--- src/hw/rtl/sspq_pkg.sv ---
// Shared types and codes for the stable sorted priority queue.
// Used by sspq_mem, sspq_ctrl, stable_sorted_priority_queue_unit and the testbench; no dependencies.
`default_nettype none

package sspq_pkg;

  // request kinds
  localparam logic CMD_INSERT = 1'b0;
  localparam logic CMD_REMOVE = 1'b1;

  // result status codes
  localparam logic [1:0] ST_INSERTED = 2'd0;
  localparam logic [1:0] ST_REMOVED  = 2'd1;
  localparam logic [1:0] ST_EMPTY    = 2'd2;
  localparam logic [1:0] ST_FULL     = 2'd3;

  typedef struct packed {
    logic [7:0]  prio;
    logic [15:0] person_id;
  } entry_t;

  typedef struct packed {
    logic [1:0]  status;
    logic [15:0] out_id;
    logic [7:0]  out_prio;
    logic [4:0]  occupancy;
  } result_t;

endpackage

`default_nettype wire

--- src/hw/rtl/sspq_mem.sv ---
// Entry store: one write port, one read port, registered read data.
// Uses sspq_pkg for the entry type.
`default_nettype none

module sspq_mem #(
  parameter int DEPTH = 16,
  parameter int AW    = 4
) (
  input  wire                  clk,
  input  wire                  wr_en,
  input  wire [AW-1:0]         wr_addr,
  input  sspq_pkg::entry_t     wr_data,
  input  wire                  rd_en,
  input  wire [AW-1:0]         rd_addr,
  output sspq_pkg::entry_t     rd_data
);
  import sspq_pkg::*;

  entry_t mem [DEPTH];

  always_ff @(posedge clk) begin
    if (wr_en) begin
      mem[wr_addr] <= wr_data;
    end
  end

  always_ff @(posedge clk) begin
    if (rd_en) begin
      rd_data <= mem[rd_addr];
    end
  end

endmodule

`default_nettype wire

--- src/hw/rtl/sspq_ctrl.sv ---
// Sequencer for the queue: circular buffer in sspq_mem, head pointer and count.
// Insert walks from the tail toward the head, moving larger entries up one slot.
// Uses sspq_pkg for entry, result and status codes.
`default_nettype none

module sspq_ctrl #(
  parameter int DEPTH = 16,
  parameter int AW    = 4,
  parameter int CW    = 5
) (
  input  wire                  clk,
  input  wire                  rst,
  // request side
  input  wire                  in_valid,
  output logic                 in_ready,
  input  wire                  in_cmd,
  input  sspq_pkg::entry_t     in_entry,
  // result side
  output logic                 res_valid,
  input  wire                  res_free,
  output sspq_pkg::result_t    res_data,
  // memory port
  output logic                 wr_en,
  output logic [AW-1:0]        wr_addr,
  output sspq_pkg::entry_t     wr_data,
  output logic                 rd_en,
  output logic [AW-1:0]        rd_addr,
  input  sspq_pkg::entry_t     rd_data
);
  import sspq_pkg::*;

  localparam logic [2:0] S_IDLE  = 3'd0;
  localparam logic [2:0] S_POP   = 3'd1;
  localparam logic [2:0] S_SHIFT = 3'd2;
  localparam logic [2:0] S_PLACE = 3'd3;
  localparam logic [2:0] S_REPLY = 3'd4;

  localparam logic [AW-1:0] LAST_ADDR = AW'(DEPTH - 1);
  localparam logic [CW-1:0] FULL_CNT  = CW'(DEPTH);
  localparam logic [AW:0]   DEPTH_W   = (AW+1)'(DEPTH);

  logic [2:0]    state, state_next;
  logic [AW-1:0] head, head_next;
  logic [CW-1:0] count, count_next;
  logic [AW-1:0] addr, addr_next;
  logic [CW-1:0] left, left_next;
  entry_t        key, key_next;
  result_t       res, res_next;

  logic [AW:0]   tail_sum;
  logic [AW-1:0] tail;
  logic [AW-1:0] tail_prev;
  logic [AW-1:0] addr_prev;
  logic [AW-1:0] addr_prev2;
  logic [AW-1:0] head_inc;
  logic [CW-1:0] count_inc;
  logic [CW-1:0] count_dec;
  logic [31:0]   occ_inc_w;
  logic [31:0]   occ_dec_w;
  logic [31:0]   occ_w;

  function automatic logic [AW-1:0] prev_addr(input logic [AW-1:0] a);
    prev_addr = (a == '0) ? LAST_ADDR : a - AW'(1);
  endfunction

  always_comb begin
    tail_sum   = {1'b0, head} + (AW+1)'(count);
    tail       = (tail_sum >= DEPTH_W) ? AW'(tail_sum - DEPTH_W) : tail_sum[AW-1:0];
    tail_prev  = prev_addr(tail);
    addr_prev  = prev_addr(addr);
    addr_prev2 = prev_addr(addr_prev);
    head_inc   = (head == LAST_ADDR) ? '0 : head + AW'(1);
    count_inc  = count + CW'(1);
    count_dec  = count - CW'(1);
    occ_inc_w  = 32'(count_inc);
    occ_dec_w  = 32'(count_dec);
    occ_w      = 32'(count);
  end

  assign in_ready  = (state == S_IDLE);
  assign res_valid = (state == S_REPLY);
  assign res_data  = res;

  always_comb begin
    state_next = state;
    head_next  = head;
    count_next = count;
    addr_next  = addr;
    left_next  = left;
    key_next   = key;
    res_next   = res;
    wr_en      = 1'b0;
    wr_addr    = addr;
    wr_data    = key;
    rd_en      = 1'b0;
    rd_addr    = addr_prev2;

    unique case (state)
      S_IDLE: begin
        if (in_valid) begin
          if (in_cmd == CMD_INSERT) begin
            if (count == FULL_CNT) begin
              res_next   = '{ST_FULL, 16'd0, 8'd0, occ_w[4:0]};
              state_next = S_REPLY;
            end else begin
              key_next   = in_entry;
              count_next = count_inc;
              res_next   = '{ST_INSERTED, 16'd0, 8'd0, occ_inc_w[4:0]};
              addr_next  = tail;
              left_next  = count;
              if (count == '0) begin
                state_next = S_PLACE;
              end else begin
                rd_en      = 1'b1;
                rd_addr    = tail_prev;
                state_next = S_SHIFT;
              end
            end
          end else begin
            if (count == '0) begin
              res_next   = '{ST_EMPTY, 16'd0, 8'd0, occ_w[4:0]};
              state_next = S_REPLY;
            end else begin
              rd_en      = 1'b1;
              rd_addr    = head;
              count_next = count_dec;
              res_next   = '{ST_REMOVED, 16'd0, 8'd0, occ_dec_w[4:0]};
              state_next = S_POP;
            end
          end
        end
      end
      S_POP: begin
        res_next.out_id   = rd_data.person_id;
        res_next.out_prio = rd_data.prio;
        head_next         = head_inc;
        state_next        = S_REPLY;
      end
      S_SHIFT: begin
        wr_en = 1'b1;
        // strictly larger priorities move up; equal ones stay ahead
        if (rd_data.prio > key.prio) begin
          wr_data   = rd_data;
          addr_next = addr_prev;
          left_next = left - CW'(1);
          if (left == CW'(1)) begin
            state_next = S_PLACE;
          end else begin
            rd_en = 1'b1;
          end
        end else begin
          state_next = S_REPLY;
        end
      end
      S_PLACE: begin
        wr_en      = 1'b1;
        state_next = S_REPLY;
      end
      S_REPLY: begin
        if (res_free) begin
          state_next = S_IDLE;
        end
      end
      default: begin
        state_next = S_IDLE;
      end
    endcase
  end

  always_ff @(posedge clk) begin
    if (rst) begin
      state <= S_IDLE;
      head  <= '0;
      count <= '0;
    end else begin
      state <= state_next;
      head  <= head_next;
      count <= count_next;
    end
  end

  always_ff @(posedge clk) begin
    addr <= addr_next;
    left <= left_next;
    key  <= key_next;
    res  <= res_next;
  end

endmodule

`default_nettype wire

--- src/hw/rtl/stable_sorted_priority_queue_unit.sv ---
// Stable sorted priority queue, top level with stream ports and output register.
// Instantiates sspq_ctrl and sspq_mem; uses sspq_pkg.
//
// Usage:
//   s_axis carries requests: tuser is the command (0 insert, 1 remove),
//   tdata holds person_id and prio. m_axis returns one result per request:
//   tuser is the status (0 inserted, 1 removed, 2 empty, 3 full), tdata holds
//   out_id, out_prio and occupancy.
//   Entries live in a circular buffer in a single-port-read, single-port-write
//   RAM; a remove reads the head slot, an insert walks from the tail toward
//   the head, one slot per cycle, moving entries with a larger priority up.
// One request is in flight at a time: the controller returns to idle as the
//   result moves into the output register and only then takes the next request,
//   so the walk through the RAM sets the rate.
// Reset (rst, synchronous) empties the queue; RAM contents are not cleared.
// A stalled m_axis holds the result; a new request can still be accepted
// and worked on, and its result waits until the output register frees up.
`default_nettype none

module stable_sorted_priority_queue_unit #(
  parameter int QUEUE_DEPTH = 16
) (
  input  wire         clk,
  input  wire         rst,
  input  wire         s_axis_tvalid,
  output logic        s_axis_tready,
  input  wire  [23:0] s_axis_tdata,   // [15:0] person_id, [23:16] prio
  input  wire         s_axis_tuser,   // [0] cmd
  output logic        m_axis_tvalid,
  input  wire         m_axis_tready,
  output logic [31:0] m_axis_tdata,   // [15:0] out_id, [23:16] out_prio,
                                      // [28:24] occupancy, [31:29] zero
  output logic [1:0]  m_axis_tuser    // [1:0] status
);
  import sspq_pkg::*;

  localparam int AW = (QUEUE_DEPTH > 1) ? $clog2(QUEUE_DEPTH) : 1;
  localparam int CW = $clog2(QUEUE_DEPTH + 1);

  entry_t        in_entry;
  logic          res_valid;
  logic          res_free;
  result_t       res_data;
  logic          wr_en;
  logic [AW-1:0] wr_addr;
  entry_t        wr_data;
  logic          rd_en;
  logic [AW-1:0] rd_addr;
  entry_t        rd_data;
  result_t       out_reg;

  assign in_entry = '{s_axis_tdata[23:16], s_axis_tdata[15:0]};
  assign res_free = !m_axis_tvalid || m_axis_tready;

  sspq_ctrl #(
    .DEPTH (QUEUE_DEPTH),
    .AW    (AW),
    .CW    (CW)
  ) u_ctrl (
    .clk       (clk),
    .rst       (rst),
    .in_valid  (s_axis_tvalid),
    .in_ready  (s_axis_tready),
    .in_cmd    (s_axis_tuser),
    .in_entry  (in_entry),
    .res_valid (res_valid),
    .res_free  (res_free),
    .res_data  (res_data),
    .wr_en     (wr_en),
    .wr_addr   (wr_addr),
    .wr_data   (wr_data),
    .rd_en     (rd_en),
    .rd_addr   (rd_addr),
    .rd_data   (rd_data)
  );

  sspq_mem #(
    .DEPTH (QUEUE_DEPTH),
    .AW    (AW)
  ) u_mem (
    .clk     (clk),
    .wr_en   (wr_en),
    .wr_addr (wr_addr),
    .wr_data (wr_data),
    .rd_en   (rd_en),
    .rd_addr (rd_addr),
    .rd_data (rd_data)
  );

  always_ff @(posedge clk) begin
    if (rst) begin
      m_axis_tvalid <= 1'b0;
    end else if (res_free) begin
      m_axis_tvalid <= res_valid;
    end
  end

  always_ff @(posedge clk) begin
    if (res_free && res_valid) begin
      out_reg <= res_data;
    end
  end

  assign m_axis_tdata = {3'b000, out_reg.occupancy, out_reg.out_prio, out_reg.out_id};
  assign m_axis_tuser = out_reg.status;

endmodule

`default_nettype wire

--- config.mk ---
export PLATFORM = sky130hd
export DESIGN_NAME = stable_sorted_priority_queue_unit
export DESIGN_NICKNAME = d
export VERILOG_FILES = /design/src/hw/rtl/sspq_pkg.sv /design/src/hw/rtl/sspq_mem.sv /design/src/hw/rtl/sspq_ctrl.sv /design/src/hw/rtl/stable_sorted_priority_queue_unit.sv
export SDC_FILE = /design/constraint.sdc
export NUM_CORES = 1
export LEC_CHECK = 0
export BUFFER_PORTS_ARGS = -buffer_cell sky130_fd_sc_hd__buf_2
export CORE_MARGIN = 1.5
export CORE_UTILIZATION = 65
export CTS_BUF_LIST = sky130_fd_sc_hd__clkbuf_4 sky130_fd_sc_hd__clkbuf_8
export DETAILED_ROUTE_END_ITERATION = 10
export PLACE_DENSITY_LB_ADDON = 0.2
export SLEW_MARGIN = 40
export SYNTH_ARGS = -nofsm -noshare
export SYNTH_HDL_FRONTEND = slang
export SYNTH_HIERARCHICAL = 1
export SYNTH_SLANG_ARGS = --single-unit
--- constraint.sdc ---
create_clock -name clk -period 10.4 [get_ports clk]
set_input_delay 2.08 -clock clk [delete_from_list [all_inputs] [get_ports clk]]
set_output_delay 2.08 -clock clk [all_outputs]
set_load 0.01 [all_outputs]
[After elaboration in Yosys (flattened, before gate mapping)]
Memories as Yosys holds them, arrays and structs flattened. A register that Yosys moved wholly into a read port is not among the register bits.
Cells that the tools add are included.
Word-level totals
  flip-flop bits (word level): 108
  memory bits (writable): 384
  output and inout bits: 36
  memories: 1
Memory list
  u_mem.mem: depth 16, bits a word 24, read ports 1, clocked after Yosys merged registers in 1, write ports 1, line sspq_mem.sv:19  | entry_t mem [DEPTH];
Operators by class
  $add $sub $neg: 9
  $lt $le $gt $ge: 2
  equality and inequality tests: 15
  muxes and demuxes: 50
  bitwise logic cells: 2
  reduce and logical (&&, ||, !) cells: 18
Operators by type and width (count)
  31-bit two-way mux: 3
  4-bit two-way mux: 15
  24-bit two-way mux: 2
  24-bit case mux with 2 select lines: 1
  5-bit two-way mux: 7
  29-bit two-way mux: 1
  3-bit two-way mux: 7
  4-bit by 1-bit subtractor with 4-bit output (second input constant): 4
  4-bit zero test: 3
  3-bit case mux with 4 select lines: 1
  1-bit two-way mux: 10
  2-bit != test (second input constant): 5
  5-bit case mux with 2 select lines: 1
  5-bit by 1-bit subtractor with 5-bit output (second input constant): 2
  8-bit > comparator: 1
  4-bit case mux with 2 select lines: 1
  4-bit AND reduction: 2
  3-bit by 2-bit equality test with 1-bit output (second input constant): 2
  4-bit by 5-bit adder with 5-bit output: 1
  5-bit by 1-bit adder with 5-bit output (second input constant): 1
  5-bit by 1-bit equality test with 1-bit output (second input constant): 1
  5-bit equality test (second input constant): 1
  5-bit greater-or-equal comparator (second input constant): 1
  5-bit zero test: 1
  17 further kinds: 22

[Depth between registers and ports, before layout]
Gate-level depths: netlist of the first run.
  depth in word-level cells: 10
  gate-level depth with buffers: 15
  mapped depth without buffers: 10

[Hierarchy]
The synthesis of the first run kept the hierarchy.
Modules (own cells, without submodules)
  sspq_mem: instances 1, cells each 636, area each 15170.8 um^2
  sspq_ctrl: instances 1, cells each 363, area each 4095.2 um^2
  stable_sorted_priority_queue_unit: instances 1, cells each 40, area each 1012.2 um^2

[Least setup slack after synthesis of the first run]
No wires, ideal clock.
  kind: input-to-reg
  start point: input port s_axis_tuser
  end point: register u_ctrl.left[0] (enable)
  library setup time: 341 ps
  arrival: 4679 ps
  setup slack: 5380 ps
  stages on the path: 4
  cell sequence: clkbuf_1 buf_1 nor3_1 nand2b_1
On the way
  cells in the longest elaborated chain, start to end: 2
Ends and longest elaborated chain
  from (decl): line stable_sorted_priority_queue_unit.sv:28  | input wire s_axis_tuser,
  2-bit != test (no line)
  5-bit AND reduction (no line)
  to (signal assigned): line sspq_ctrl.sv:184  | left <= left_next;
  to (decl): line sspq_ctrl.sv:46  | logic [CW-1:0] left, left_next;
No other way between the ends.
A chain may end at the register's enable or synchronous reset.

[Worst setup path in the final report of the first run]
  start point: input port s_axis_tvalid
  end point: register u_mem/rd_data[15] (netlist name)
On the way
  cells in the longest elaborated chain, start to end: 2
Ends and longest elaborated chain
  from (decl): line stable_sorted_priority_queue_unit.sv:25  | input wire s_axis_tvalid,
  4-bit two-way mux: line sspq_ctrl.sv:100  | if (in_valid) begin
  4-bit two-way mux: line sspq_ctrl.sv:98  | unique case (state)
  net rd_addr[0]: line stable_sorted_priority_queue_unit.sv:48  | logic [AW-1:0] rd_addr;
The timed path passes the listed nets, and every way through them passes these cells.

==> results of run 1 <==
[per-stage QoR]
stage          setup WS [ps]  cells  hold slack (ps)  utilization (%)
6_report                5350   1611              411             74.0
5_1_grt                 5070   1611              417             74.0
4_1_cts                 5370   1611              411             74.0
3_5_place_dp            4740   1473              405             69.1
3_3_place_gp            4410   1470              401             68.8
2_1_floorplan           5380   1041              400                -
[cells in the final DEF (no fill, tap or decap), types with 6 or more instances in the layout]
cell type                  instances
sky130_fd_sc_hd__edfxtp_1        503
sky130_fd_sc_hd__mux4_2           96
sky130_fd_sc_hd__clkbuf_8         82
sky130_fd_sc_hd__buf_2            61
sky130_fd_sc_hd__nand2_1          52
sky130_fd_sc_hd__a22oi_1          50
sky130_fd_sc_hd__clkbuf_4         29
sky130_fd_sc_hd__and2_1           26
sky130_fd_sc_hd__buf_4            24
sky130_fd_sc_hd__inv_1            23
sky130_fd_sc_hd__a21oi_1          23
sky130_fd_sc_hd__nor2_1           22
sky130_fd_sc_hd__o21ai_0          20
sky130_fd_sc_hd__ha_1             19
sky130_fd_sc_hd__mux2_1           16
sky130_fd_sc_hd__clkinv_1         14
sky130_fd_sc_hd__dfxtp_1          13
sky130_fd_sc_hd__xnor2_1          11
sky130_fd_sc_hd__nor2_2           11
sky130_fd_sc_hd__mux2_2            8
sky130_fd_sc_hd__clkinv_2          7
sky130_fd_sc_hd__nand3_1           7
sky130_fd_sc_hd__nand2b_1          7
sky130_fd_sc_hd__nor3_1            6
[layer usage]
| metal | part of all wire [%] | GRT usage, % | wire length, microns |
|---|---|---|---|
| met4 | 2.1 | 8.00 | 853 |
| met1 | 40 | 37.8 | 16200 |
| met5 | 0 | 0 | 0 |
| met2 | 49 | 40.6 | 19900 |
| met3 | 9.1 | 4.96 | 3690 |
[where the power goes]
part | switching [W] | leakage [nW] | total [W] | internal (W)
logic | 0.00153 | 2.08 | 0.00272 | 0.00119
clock network | 0.000736 | 0.789 | 0.00157 | 0.000837
registers | 0.000159 | 4.69 | 0.00293 | 0.00277
total | 0.00242 | 7.55 | 0.00722 | 0.00480
[Yosys cell counts, types with 16 or more instances]
cell / count / share of area [%]
sky130_fd_sc_hd__edfxtp_1: 503 / 74
sky130_fd_sc_hd__mux4_2: 96 / 11
sky130_fd_sc_hd__nand2_1: 53 / 0.98
sky130_fd_sc_hd__a22oi_1: 50 / 1.9
sky130_fd_sc_hd__nor2_1: 35 / 0.65
sky130_fd_sc_hd__clkbuf_1: 28 / 0.52
sky130_fd_sc_hd__and2_1: 27 / 0.83
sky130_fd_sc_hd__a21oi_1: 24 / 0.59
sky130_fd_sc_hd__inv_1: 23 / 0.43
sky130_fd_sc_hd__o21ai_0: 20 / 0.49
sky130_fd_sc_hd__ha_1: 19 / 1.2
sky130_fd_sc_hd__mux2_1: 16 / 0.89
[state kept, by name, indices dropped and copies added (netlist names)]
| signal | cells |
|---|---|
| u_ctrl/head | 4 |
| u_ctrl/key | 24 |
| m_axis_tuser | 2 |
| u_ctrl/wr_addr | 4 |
| m_axis_tvalid | 1 |
| u_mem/mem | 384 |
| u_ctrl/res_data | 31 |
| u_ctrl/count | 5 |
| u_mem/rd_data | 24 |
| u_ctrl/left | 5 |
| u_ctrl/state | 3 |
| m_axis_tdata | 29 |
[area by class of cell]
cell class,instances,share of cell area [%]
Tap cell,396,2.18
Sequential cell,516,67.7
Clock buffer,111,5.93
Timing Repair Buffer,90,2.60
Multi-Input combinational cell,448,20.6
Clock inverter,27,0.634
Inverter,23,0.380
[logic make-up (layout without fill, tap and decap cells)]
logic type	count (synthesis)	in the layout	synth area share, %
simple gates	167	167	4.20
buf+inv	77	251	1.86
compound gates	119	119	4.05
xor+xnor	15	15	0.648
mux	124	124	12.2
flops	516	516	75.8
other cells	1	3	0.0185
fa+ha+maj	20	20	1.27
[worst max-delay path, stage by stage]
cell and delay (ps):
sky130_fd_sc_hd__buf_2 100, sky130_fd_sc_hd__nand2_1 250, sky130_fd_sc_hd__nor2_1 380, sky130_fd_sc_hd__o32ai_1 180, sky130_fd_sc_hd__a31oi_4 180, sky130_fd_sc_hd__buf_6 560, sky130_fd_sc_hd__buf_6 650, sky130_fd_sc_hd__mux4_2 590
sky130_fd_sc_hd__a22oi_1 230, sky130_fd_sc_hd__nand2_1 90
[path summary, 6_finish.rpt]
path,start,to,slack [ps]
min,u_ctrl/res_data[25],m_axis_tdata[12],410
max reg2reg,u_ctrl/count[0],u_mem/rd_data[15],5770
max,s_axis_tvalid,u_mem/rd_data[15],5350
min reg2reg,u_ctrl/res_data[25],m_axis_tdata[12],410
==> out/qor.txt, run 1 <==
average vias per placed instance: 6.27
final routed DRC violation total: 0
Nets: 1208
fraction of layout cells with a size suffix above 1: 29.1%
vias after detailed routing: 10.1k
Inserted Diodes: 0
classification of the worst setup path: primary input to register
detailed placement HPWL: 23100 microns
Clock Skew: 28.7 ps
area used by multi-input combinational logic: 4670 sq um
post-cts resize count: 0
number of clock sinks seen by CTS: 516
total CTS buffers: 80
vias in the first global route: 10.1k
Power Dens Cells: 318 nW/um^2
number of setup violations in the final report: 0
measured slew at the worst slew-check pin: 868 ps
maximum fanout encountered on the critical timing path: 49
critical path data required time: 10740 ps
startpoint type of the worst setup path: primary input
total routing usage reported by global routing: 25.9%
final total power: 0.00722 W
root buf cell: sky130_fd_sc_hd__clkbuf_8
fraction of synthesis flops using an asynchronous set or reset pin: 0%
die height: 180 microns
Main synth FF type: sky130_fd_sc_hd__edfxtp_1
core area: 30700 sq um
flops & latches, synth: 516
mapped cell area: 20300 sq um
length of the first detailed-routing pass in iterations: 5
syn avg cell area: 19.5 sq um
run status: finished clean
arrival time reported for the critical path endpoint: 5390 ps
Hold Vio Cnt, Final: 0
sequential-to-total area share from yosys stat: 75.8%
Synth-to-Final Area Change: 11.9%
Placed Instance Area: 21200 sq um
count of flip-flops with a built-in enable after synthesis: 503
part of the cycle the worst path needs: 48.6%
count of mapped cells out of synthesis: 1039
initial antenna violation count: 1
violation count after the first detailed-routing iteration: 1031
routability-driven placement congestion ratio: 0.848
largest net degree at the start of global routing: 51
clock-pin slew on the worst setup and hold paths: 60 ps
Boundary Pins: 65
depth of the worst register-to-register path: 12
Max Cap Violations: 0
latest clock arrival within the worst-skew pair: 610 ps
global-route wire length before repair: 61200 microns
peak ir drop on the vdd network: 233 uV
number of nets with antenna violations after detailed routing: 0
total congestion overflow: 0
Die Span X: 180 microns
initial core utilization: 66.1%
Post-CTS Hold Fix Bufs: 0
TritonCTS clock tree: built
unrepaired setup endpoints after global routing: false
max-slew violations: 0
CTS Buffer Depth: 3
count of buffers from port buffering: 61
fmax: 198 MHz
CTS H-tree depth: 3
cell area after layout: 22700 sq um
Worst slew margin: 42.1%
Setup Buffers After CTS: 0
sort of element at the end of the critical path: register
Static Leakage: 7.55 nW
Post-Route Setup TNS: 0 ps
DRT Wirelength: 40700 microns
YS warnings: 6
total area of sequential cells: 15400 sq um
min cycle time layout: 5050 ps
number of fill cells: 1744
hold path cells: 0
library cells used by synthesis: 59
row count: 64
path type of the worst min-delay path: register to register
DR WL/cell: 25.2 microns
die outline area: 32300 sq um
Power figures use the tool's default switching activity.
==> run 2, diff against run 1 <==
- CORE_UTILIZATION: 65 -> 58
- clock period: 10.4 -> 4.4 ns (I/O delays scaled with it)
==> run 2 against run 1 <==
Non-clock buffer count increased by 8; clock power increased by 140%; sequential power increased by 140%.
==> out/qor.txt, run 2 (same netlist as run 1, synthesis figures left out) <==
core area: 34500 sq um (was 30700 sq um)
Power Dens Cells: 755 nW/um^2 (was 318 nW/um^2)
total routing usage reported by global routing: 24.5% (was 25.9%)
number of fill cells: 2214 (was 1744)
DR WL/cell: 25.4 microns (was 25.2 microns)
length of the first detailed-routing pass in iterations: 5 (unchanged)
peak ir drop on the vdd network: 555 uV (was 233 uV)
clock-pin slew on the worst setup and hold paths: 60 ps (about the same)
fraction of layout cells with a size suffix above 1: 29.4% (was 29.1%)
final non-filler cell total: 1681 (was 1611)
initial core utilization: 58.8% (was 66.1%)
vias in the first global route: 10.2k (was 10.1k)
CTS Buffer Depth: 3 (unchanged)
routability-driven placement congestion ratio: 0.814 (was 0.848)
count of buffers from port buffering: 61 (unchanged)
min cycle time layout: 3760 ps
r2r startpoint: u_ctrl/count[0] (unchanged)
largest net degree at the start of global routing: 32 (was 51)
Synth-to-Final Area Change: 12.9% (was 11.9%)
total congestion overflow: 0 (unchanged)
vias after detailed routing: 10.2k (was 10.1k)
path type of the worst min-delay path: register to register (unchanged)
number of setup violations in the final report: 0 (unchanged)
die outline area: 36100 sq um (was 32300 sq um)
number of flip-flops under the largest register name: 384 (unchanged)
hold path cells: 0 (unchanged)
initial antenna violation count: 0 (was 1)
end-of-flow core utilization: 66.4% (was 74.0%)
Post-CTS Hold Fix Bufs: 0 (unchanged)
global-route wire length before repair: 63400 microns (was 61200 microns)
Nets: 1217 (was 1208)
violation count after the first detailed-routing iteration: 817 (was 1031)
Die Span X: 190 microns (was 180 microns)
detailed placement HPWL: 24700 microns (was 23100 microns)
critical path data required time: 4740 ps (was 10740 ps)
die height: 190 microns (was 180 microns)
unrepaired setup endpoints after global routing: false (unchanged)
row count: 68 (was 64)
Hold Vio Cnt, Final: 0 (unchanged)
leading cell type in the layout, fill and taps excluded: sky130_fd_sc_hd__edfxtp_1 (unchanged)
run status: finished clean (unchanged)
latest clock arrival within the worst-skew pair: 610 ps (about the same)
Inserted Diodes: 0 (unchanged)
destination of the worst hold path: m_axis_tdata[21] (was m_axis_tdata[12])
DRT Wirelength: 42800 microns (was 40700 microns)
final routed DRC violation total: 0 (unchanged)
TritonCTS clock tree: built (unchanged)
average vias per placed instance: 6.06 (was 6.27)
arrival time reported for the critical path endpoint: 4100 ps (was 5390 ps)
post-cts resize count: 0 (unchanged)
Max Cap Violations: 0 (unchanged)
number of nets with antenna violations after detailed routing: 0 (unchanged)
depth of the worst register-to-register path: 11 (was 12)
measured slew at the worst slew-check pin: 757 ps (was 868 ps)
classification of the worst setup path: register to register (was primary input to register)
Clock Skew: 20.7 ps (was 28.7 ps)
R2R setup slack: 640 ps (was 5770 ps)
maximum fanout encountered on the critical timing path: 28 (was 49)
fmax: 266 MHz
RR Endpoint: u_mem/rd_data[15] (unchanged)
Setup Buffers After CTS: 0 (unchanged)
HP Start: u_ctrl/res_data[10] (was u_ctrl/res_data[25])
Boundary Pins: 65 (unchanged)
number of clock sinks seen by CTS: 516 (unchanged)
commonest non-fill, non-tap cells in the layout: 503 x sky130_fd_sc_hd__edfxtp_1, 96 x sky130_fd_sc_hd__mux4_2, 83 x sky130_fd_sc_hd__clkbuf_8 (was 503 x sky130_fd_sc_hd__edfxtp_1, 96 x sky130_fd_sc_hd__mux4_2, 82 x sky130_fd_sc_hd__clkbuf_8)
sort of element at the end of the critical path: register (unchanged)
max-slew violations: 0 (unchanged)
placed cells: 1540 (was 1473)
Static Leakage: 7.62 nW (was 7.55 nW)
part of the cycle the worst path needs: 85.4%
startpoint type of the worst setup path: register (was primary input)
CTS H-tree depth: 3 (unchanged)
final total power: 0.0173 W (was 0.00722 W)
register bank with the most flops: u_mem/mem (unchanged)
Worst slew margin: 48.9% (was 42.1%)
root buf cell: sky130_fd_sc_hd__clkbuf_8 (unchanged)
total CTS buffers: 81 (was 80)
Post-Route Setup TNS: 0 ps (unchanged)
run 2: cell count changes in the layout (fill, tap and decap cells not counted), moves of 3 or more:
cell	before	now
sky130_fd_sc_hd__buf_16	3	0
sky130_fd_sc_hd__buf_4	24	29
sky130_fd_sc_hd__clkinv_1	14	19
sky130_fd_sc_hd__buf_12	0	8
sky130_fd_sc_hd__clkbuf_4	29	25
sky130_fd_sc_hd__clkinv_2	7	10
run 2: area by class of cell:
| cell class | count | area, sq um | area share [%] |
|---|---|---|---|
| Clock inverter | 33 | 200 | 0.875 |
| Timing Repair Buffer | 98 | 683 | 2.99 |
| Clock buffer | 108 | 1330 | 5.81 |
| Sequential cell | 516 | 15400 | 67.1 |
| Multi-Input combinational cell | 448 | 4650 | 20.3 |
| Inverter | 23 | 86.3 | 0.377 |
| Tap cell | 455 | 569 | 2.49 |
run 2: worst max-delay path by stage:
stage               slack (ps)             from                 to
floorplan                  560  u_ctrl/count[0]     u_ctrl/left[0]
global placement           730  u_ctrl/count[0]  u_mem/rd_data[21]
detailed placement         670  u_ctrl/count[0]   u_mem/rd_data[5]
CTS                        660  u_ctrl/count[0]   u_mem/rd_data[5]
global route               350  u_ctrl/count[0]  u_mem/rd_data[20]
finish                     640  u_ctrl/count[0]  u_mem/rd_data[15]
run 2: power by group:
group          switching (W)  internal [W]  total [W]
combinational        0.00365       0.00289    0.00654
sequential          0.000381       0.00655    0.00693
clock                0.00173       0.00208    0.00381
run 2: layer usage:
layer  GRT usage (%)  part of all wire (%)  vias to the layer above
met2            40.1                    50                      438
met5               0                     0                        -
met3            4.87                   7.3                       60
met1            33.4                    41                     5238
met4            8.21                   1.9                        0
li1                -                     -                     4452
run 2: worst max-delay path, cell delays in order (launching register included):
cell,delay (ps)
sky130_fd_sc_hd__dfxtp_1,560
sky130_fd_sc_hd__inv_1,180
sky130_fd_sc_hd__ha_1,310
sky130_fd_sc_hd__or3b_1,330
sky130_fd_sc_hd__a21oi_1,60
sky130_fd_sc_hd__nor2_1,270
sky130_fd_sc_hd__o32ai_1,170
sky130_fd_sc_hd__a31oi_4,220
sky130_fd_sc_hd__buf_4,510
sky130_fd_sc_hd__mux4_2,570
sky130_fd_sc_hd__a22oi_1,190
sky130_fd_sc_hd__nand2_1,80
run 2: metrics by stage:
step                cell area, sq um  worst slack (ps)  hold slack [ps]
global route                   22900               353              409
floorplan                      20300               555              400
finish                         22900               644              412
global placement               21300               732              402
CTS                            22900               659              404
detailed placement             21400               665              405
==> run 3, diff against run 2 <==
- CORE_UTILIZATION: 58 -> 65
- RECOVER_POWER: default -> 100
- clock period: 4.4 -> 4.6 ns (I/O delays scaled with it)
==> run 3 against run 2 <==
The flow now finishes with violations (max-capacitance violations, max-slew violations); setup slack got worse by 120 ps; die area is 11% lower; register-to-register slack worse by 120 ps; sequential power shrank 4.3%; global-route usage increased by 1.7 points; combinational power decreased by 6.1%; sequential share of layout area is 0.86 points higher; via count increased by 0.44%; count of clock-buffer cells in the layout decreased by 3; largest power group unchanged.
==> out/qor.txt, run 3 (same netlist as run 1, synthesis figures left out) <==
number of flip-flops under the largest register name: 384 (unchanged)
clock-pin slew on the worst setup and hold paths: 70 ps (was 60 ps)
Worst slew margin: -56.1% (was 48.9%)
Synth-to-Final Area Change: 11.4% (was 12.9%)
die outline area: 32300 sq um (was 36100 sq um)
Met1 Routed Length: 16300 microns (was 17500 microns)
part of the cycle the worst path needs: 88.6% (was 85.4%)
fraction of layout cells with a size suffix above 1: 22.4% (was 29.4%)
vias after detailed routing: 10.2k (about the same)
total congestion overflow: 0 (unchanged)
post-cts resize count: 0 (unchanged)
Nets: 1212 (was 1217)
violations in the final reports: max-capacitance violations, max-slew violations
critical path startpoint: u_ctrl/count[0] (unchanged)
measured slew at the worst slew-check pin: 2340 ps (was 757 ps)
Boundary Pins: 65 (unchanged)
Switching Fraction: 33.0% (was 33.3%)
end-of-flow core utilization: 73.7% (was 66.4%)
peak ir drop on the vdd network: 475 uV (was 555 uV)
Clock Skew: 18.3 ps (was 20.7 ps)
run status: complete, but fails checks (was finished clean)
Die Span X: 180 microns (was 190 microns)
Post-CTS Hold Fix Bufs: 0 (unchanged)
part of the power in registers: 40.2% (was 40.1%)
length of the first detailed-routing pass in iterations: 7 (was 5)
path type of the worst min-delay path: register to register (unchanged)
max-slew violations: 373 (was 0)
CTS Buffer Depth: 3 (unchanged)
min cycle time layout: 4080 ps (was 3760 ps)
Hold Vio Cnt, Final: 0 (unchanged)
DRT Wirelength: 41600 microns (was 42800 microns)
largest net degree at the start of global routing: 40 (was 32)
latest clock arrival within the worst-skew pair: 600 ps (was 610 ps)
initial core utilization: 66.1% (was 58.8%)
total routing usage reported by global routing: 26.3% (was 24.5%)
number of nets with antenna violations after detailed routing: 0 (unchanged)
classification of the worst setup path: register to register (unchanged)
CTS H-tree depth: 3 (unchanged)
Post-Route Setup TNS: 0 ps (unchanged)
total CTS buffers: 77 (was 81)
detailed placement HPWL: 23500 microns (was 24700 microns)
global-route wire length before repair: 62200 microns (was 63400 microns)
leading cell type in the layout, fill and taps excluded: sky130_fd_sc_hd__edfxtp_1 (unchanged)
register bank with the most flops: u_mem/mem (unchanged)
combinational power share: 37.2% (was 37.9%)
startpoint type of the worst setup path: register (unchanged)
Setup Buffers After CTS: 0 (unchanged)
highest metal layer with signal wires: met4 (unchanged)
commonest non-fill, non-tap cells in the layout: 503 x sky130_fd_sc_hd__edfxtp_1, 96 x sky130_fd_sc_hd__mux4_2, 81 x sky130_fd_sc_hd__clkbuf_8 (was 503 x sky130_fd_sc_hd__edfxtp_1, 96 x sky130_fd_sc_hd__mux4_2, 83 x sky130_fd_sc_hd__clkbuf_8)
core area: 30700 sq um (was 34500 sq um)
HP Start: u_ctrl/res_data[13] (was u_ctrl/res_data[10])
final routed DRC violation total: 0 (unchanged)
internal power: 0.0110 W (was 0.0115 W)
Final WS setup: 523 ps (was 644 ps)
Power Dens Cells: 730 nW/um^2 (was 755 nW/um^2)
final total power: 0.0165 W (was 0.0173 W)
Static Leakage: 7.38 nW (was 7.62 nW)
Inserted Diodes: 0 (unchanged)
row count: 64 (was 68)
critical path data required time: 4940 ps (was 4740 ps)
DR WL met3: 3410 microns (was 3120 microns)
count of buffers from port buffering: 61 (unchanged)
r2r startpoint: u_ctrl/count[0] (unchanged)
violation count after the first detailed-routing iteration: 1260 (was 817)
routability-driven placement congestion ratio: 0.833 (was 0.814)
initial antenna violation count: 1 (was 0)
unrepaired setup endpoints after global routing: false (unchanged)
root buf cell: sky130_fd_sc_hd__clkbuf_8 (unchanged)
fmax: 245 MHz (was 266 MHz)
R2R setup slack: 520 ps (was 640 ps)
average vias per placed instance: 6.34 (was 6.06)
die height: 180 microns (was 190 microns)
vias in the first global route: 10.2k (about the same)
sort of element at the end of the critical path: register (unchanged)
dpl ws: 898 ps (was 665 ps)
DR WL/cell: 25.7 microns (was 25.4 microns)
switching pwr: 0.00545 W (was 0.00576 W)
Clk pwr share: 22.6% (was 22.0%)
total length of routed met2 wires: 20600 microns (was 21300 microns)
number of clock sinks seen by CTS: 516 (unchanged)
Worst Hold Margin: 413 ps (was 412 ps)
maximum fanout encountered on the critical timing path: 21 (was 28)
TritonCTS clock tree: built (unchanged)
Max Cap Violations: 15 (was 0)
arrival time reported for the critical path endpoint: 4420 ps (was 4100 ps)
number of setup violations in the final report: 0 (unchanged)
## run 3: cell count changes in the layout (fill, tap and decap cells not counted), moves of 4 or more
cell	change
sky130_fd_sc_hd__and2_1	-18
sky130_fd_sc_hd__mux2_1	+8
sky130_fd_sc_hd__mux2_2	-8
sky130_fd_sc_hd__and2_0	+20
sky130_fd_sc_hd__nor2_1	+4
sky130_fd_sc_hd__nor3_2	-6
sky130_fd_sc_hd__clkbuf_1	+59
sky130_fd_sc_hd__buf_4	-24
sky130_fd_sc_hd__clkinv_2	-5
sky130_fd_sc_hd__nor3_1	+6
sky130_fd_sc_hd__buf_2	-35
## run 3: final timing paths
path | cells after the start | to
max | 10 | u_mem/rd_data[21]
min | 0 | m_axis_tdata[0]
max reg2reg | 10 | u_mem/rd_data[21]
min reg2reg | 0 | m_axis_tdata[0]
## run 3: layout make-up
class / instances / area [sq um]
multi-input combinational: 448 / 4560
clock inverter: 30 / 259
timing repair buffer: 97 / 529
clock buffer: 105 / 1290
tap: 396 / 495
fill: 1753 / 8080
inverter: 23 / 86.3
sequential: 516 / 15400
## run 3: worst max-delay path: stages, from the launching register on
cell and delay [ps]:
sky130_fd_sc_hd__dfxtp_1 430, sky130_fd_sc_hd__inv_1 200, sky130_fd_sc_hd__ha_1 290, sky130_fd_sc_hd__or3b_1 470
sky130_fd_sc_hd__o21ai_1 280, sky130_fd_sc_hd__o21ai_0 160, sky130_fd_sc_hd__a21oi_2 1040, sky130_fd_sc_hd__buf_12 280
sky130_fd_sc_hd__mux4_2 340, sky130_fd_sc_hd__a22oi_1 220, sky130_fd_sc_hd__nand2_1 80
## run 3: power by group through the flow
stage | registers (W) | logic, W | clock network, W
floorplan | 0.00654 | 0.00453 | 0
global placement | 0.00667 | 0.00610 | 0
detailed placement | 0.00670 | 0.00622 | 0
CTS | 0.00661 | 0.00625 | 0.00380
global route | 0.00669 | 0.00659 | 0.00399
finish | 0.00663 | 0.00614 | 0.00373
## run 3: layer usage
metal  track usage [%]  vias to the layer above
met2              42.2                      520
met4              9.53                        0
met5                 0                        -
met1              36.9                     5185
met3              4.80                       99
li1                  -                     4429
## run 3: through the flow
| stage | area (sq um) | cells |
|---|---|---|
| 2_1_floorplan | 20300 | 1041 |
| 3_3_place_gp | 21200 | 1480 |
| 3_5_place_dp | 21300 | 1480 |
| 4_1_cts | 22800 | 1615 |
| 5_1_grt | 22600 | 1615 |
| 6_report | 22600 | 1615 |
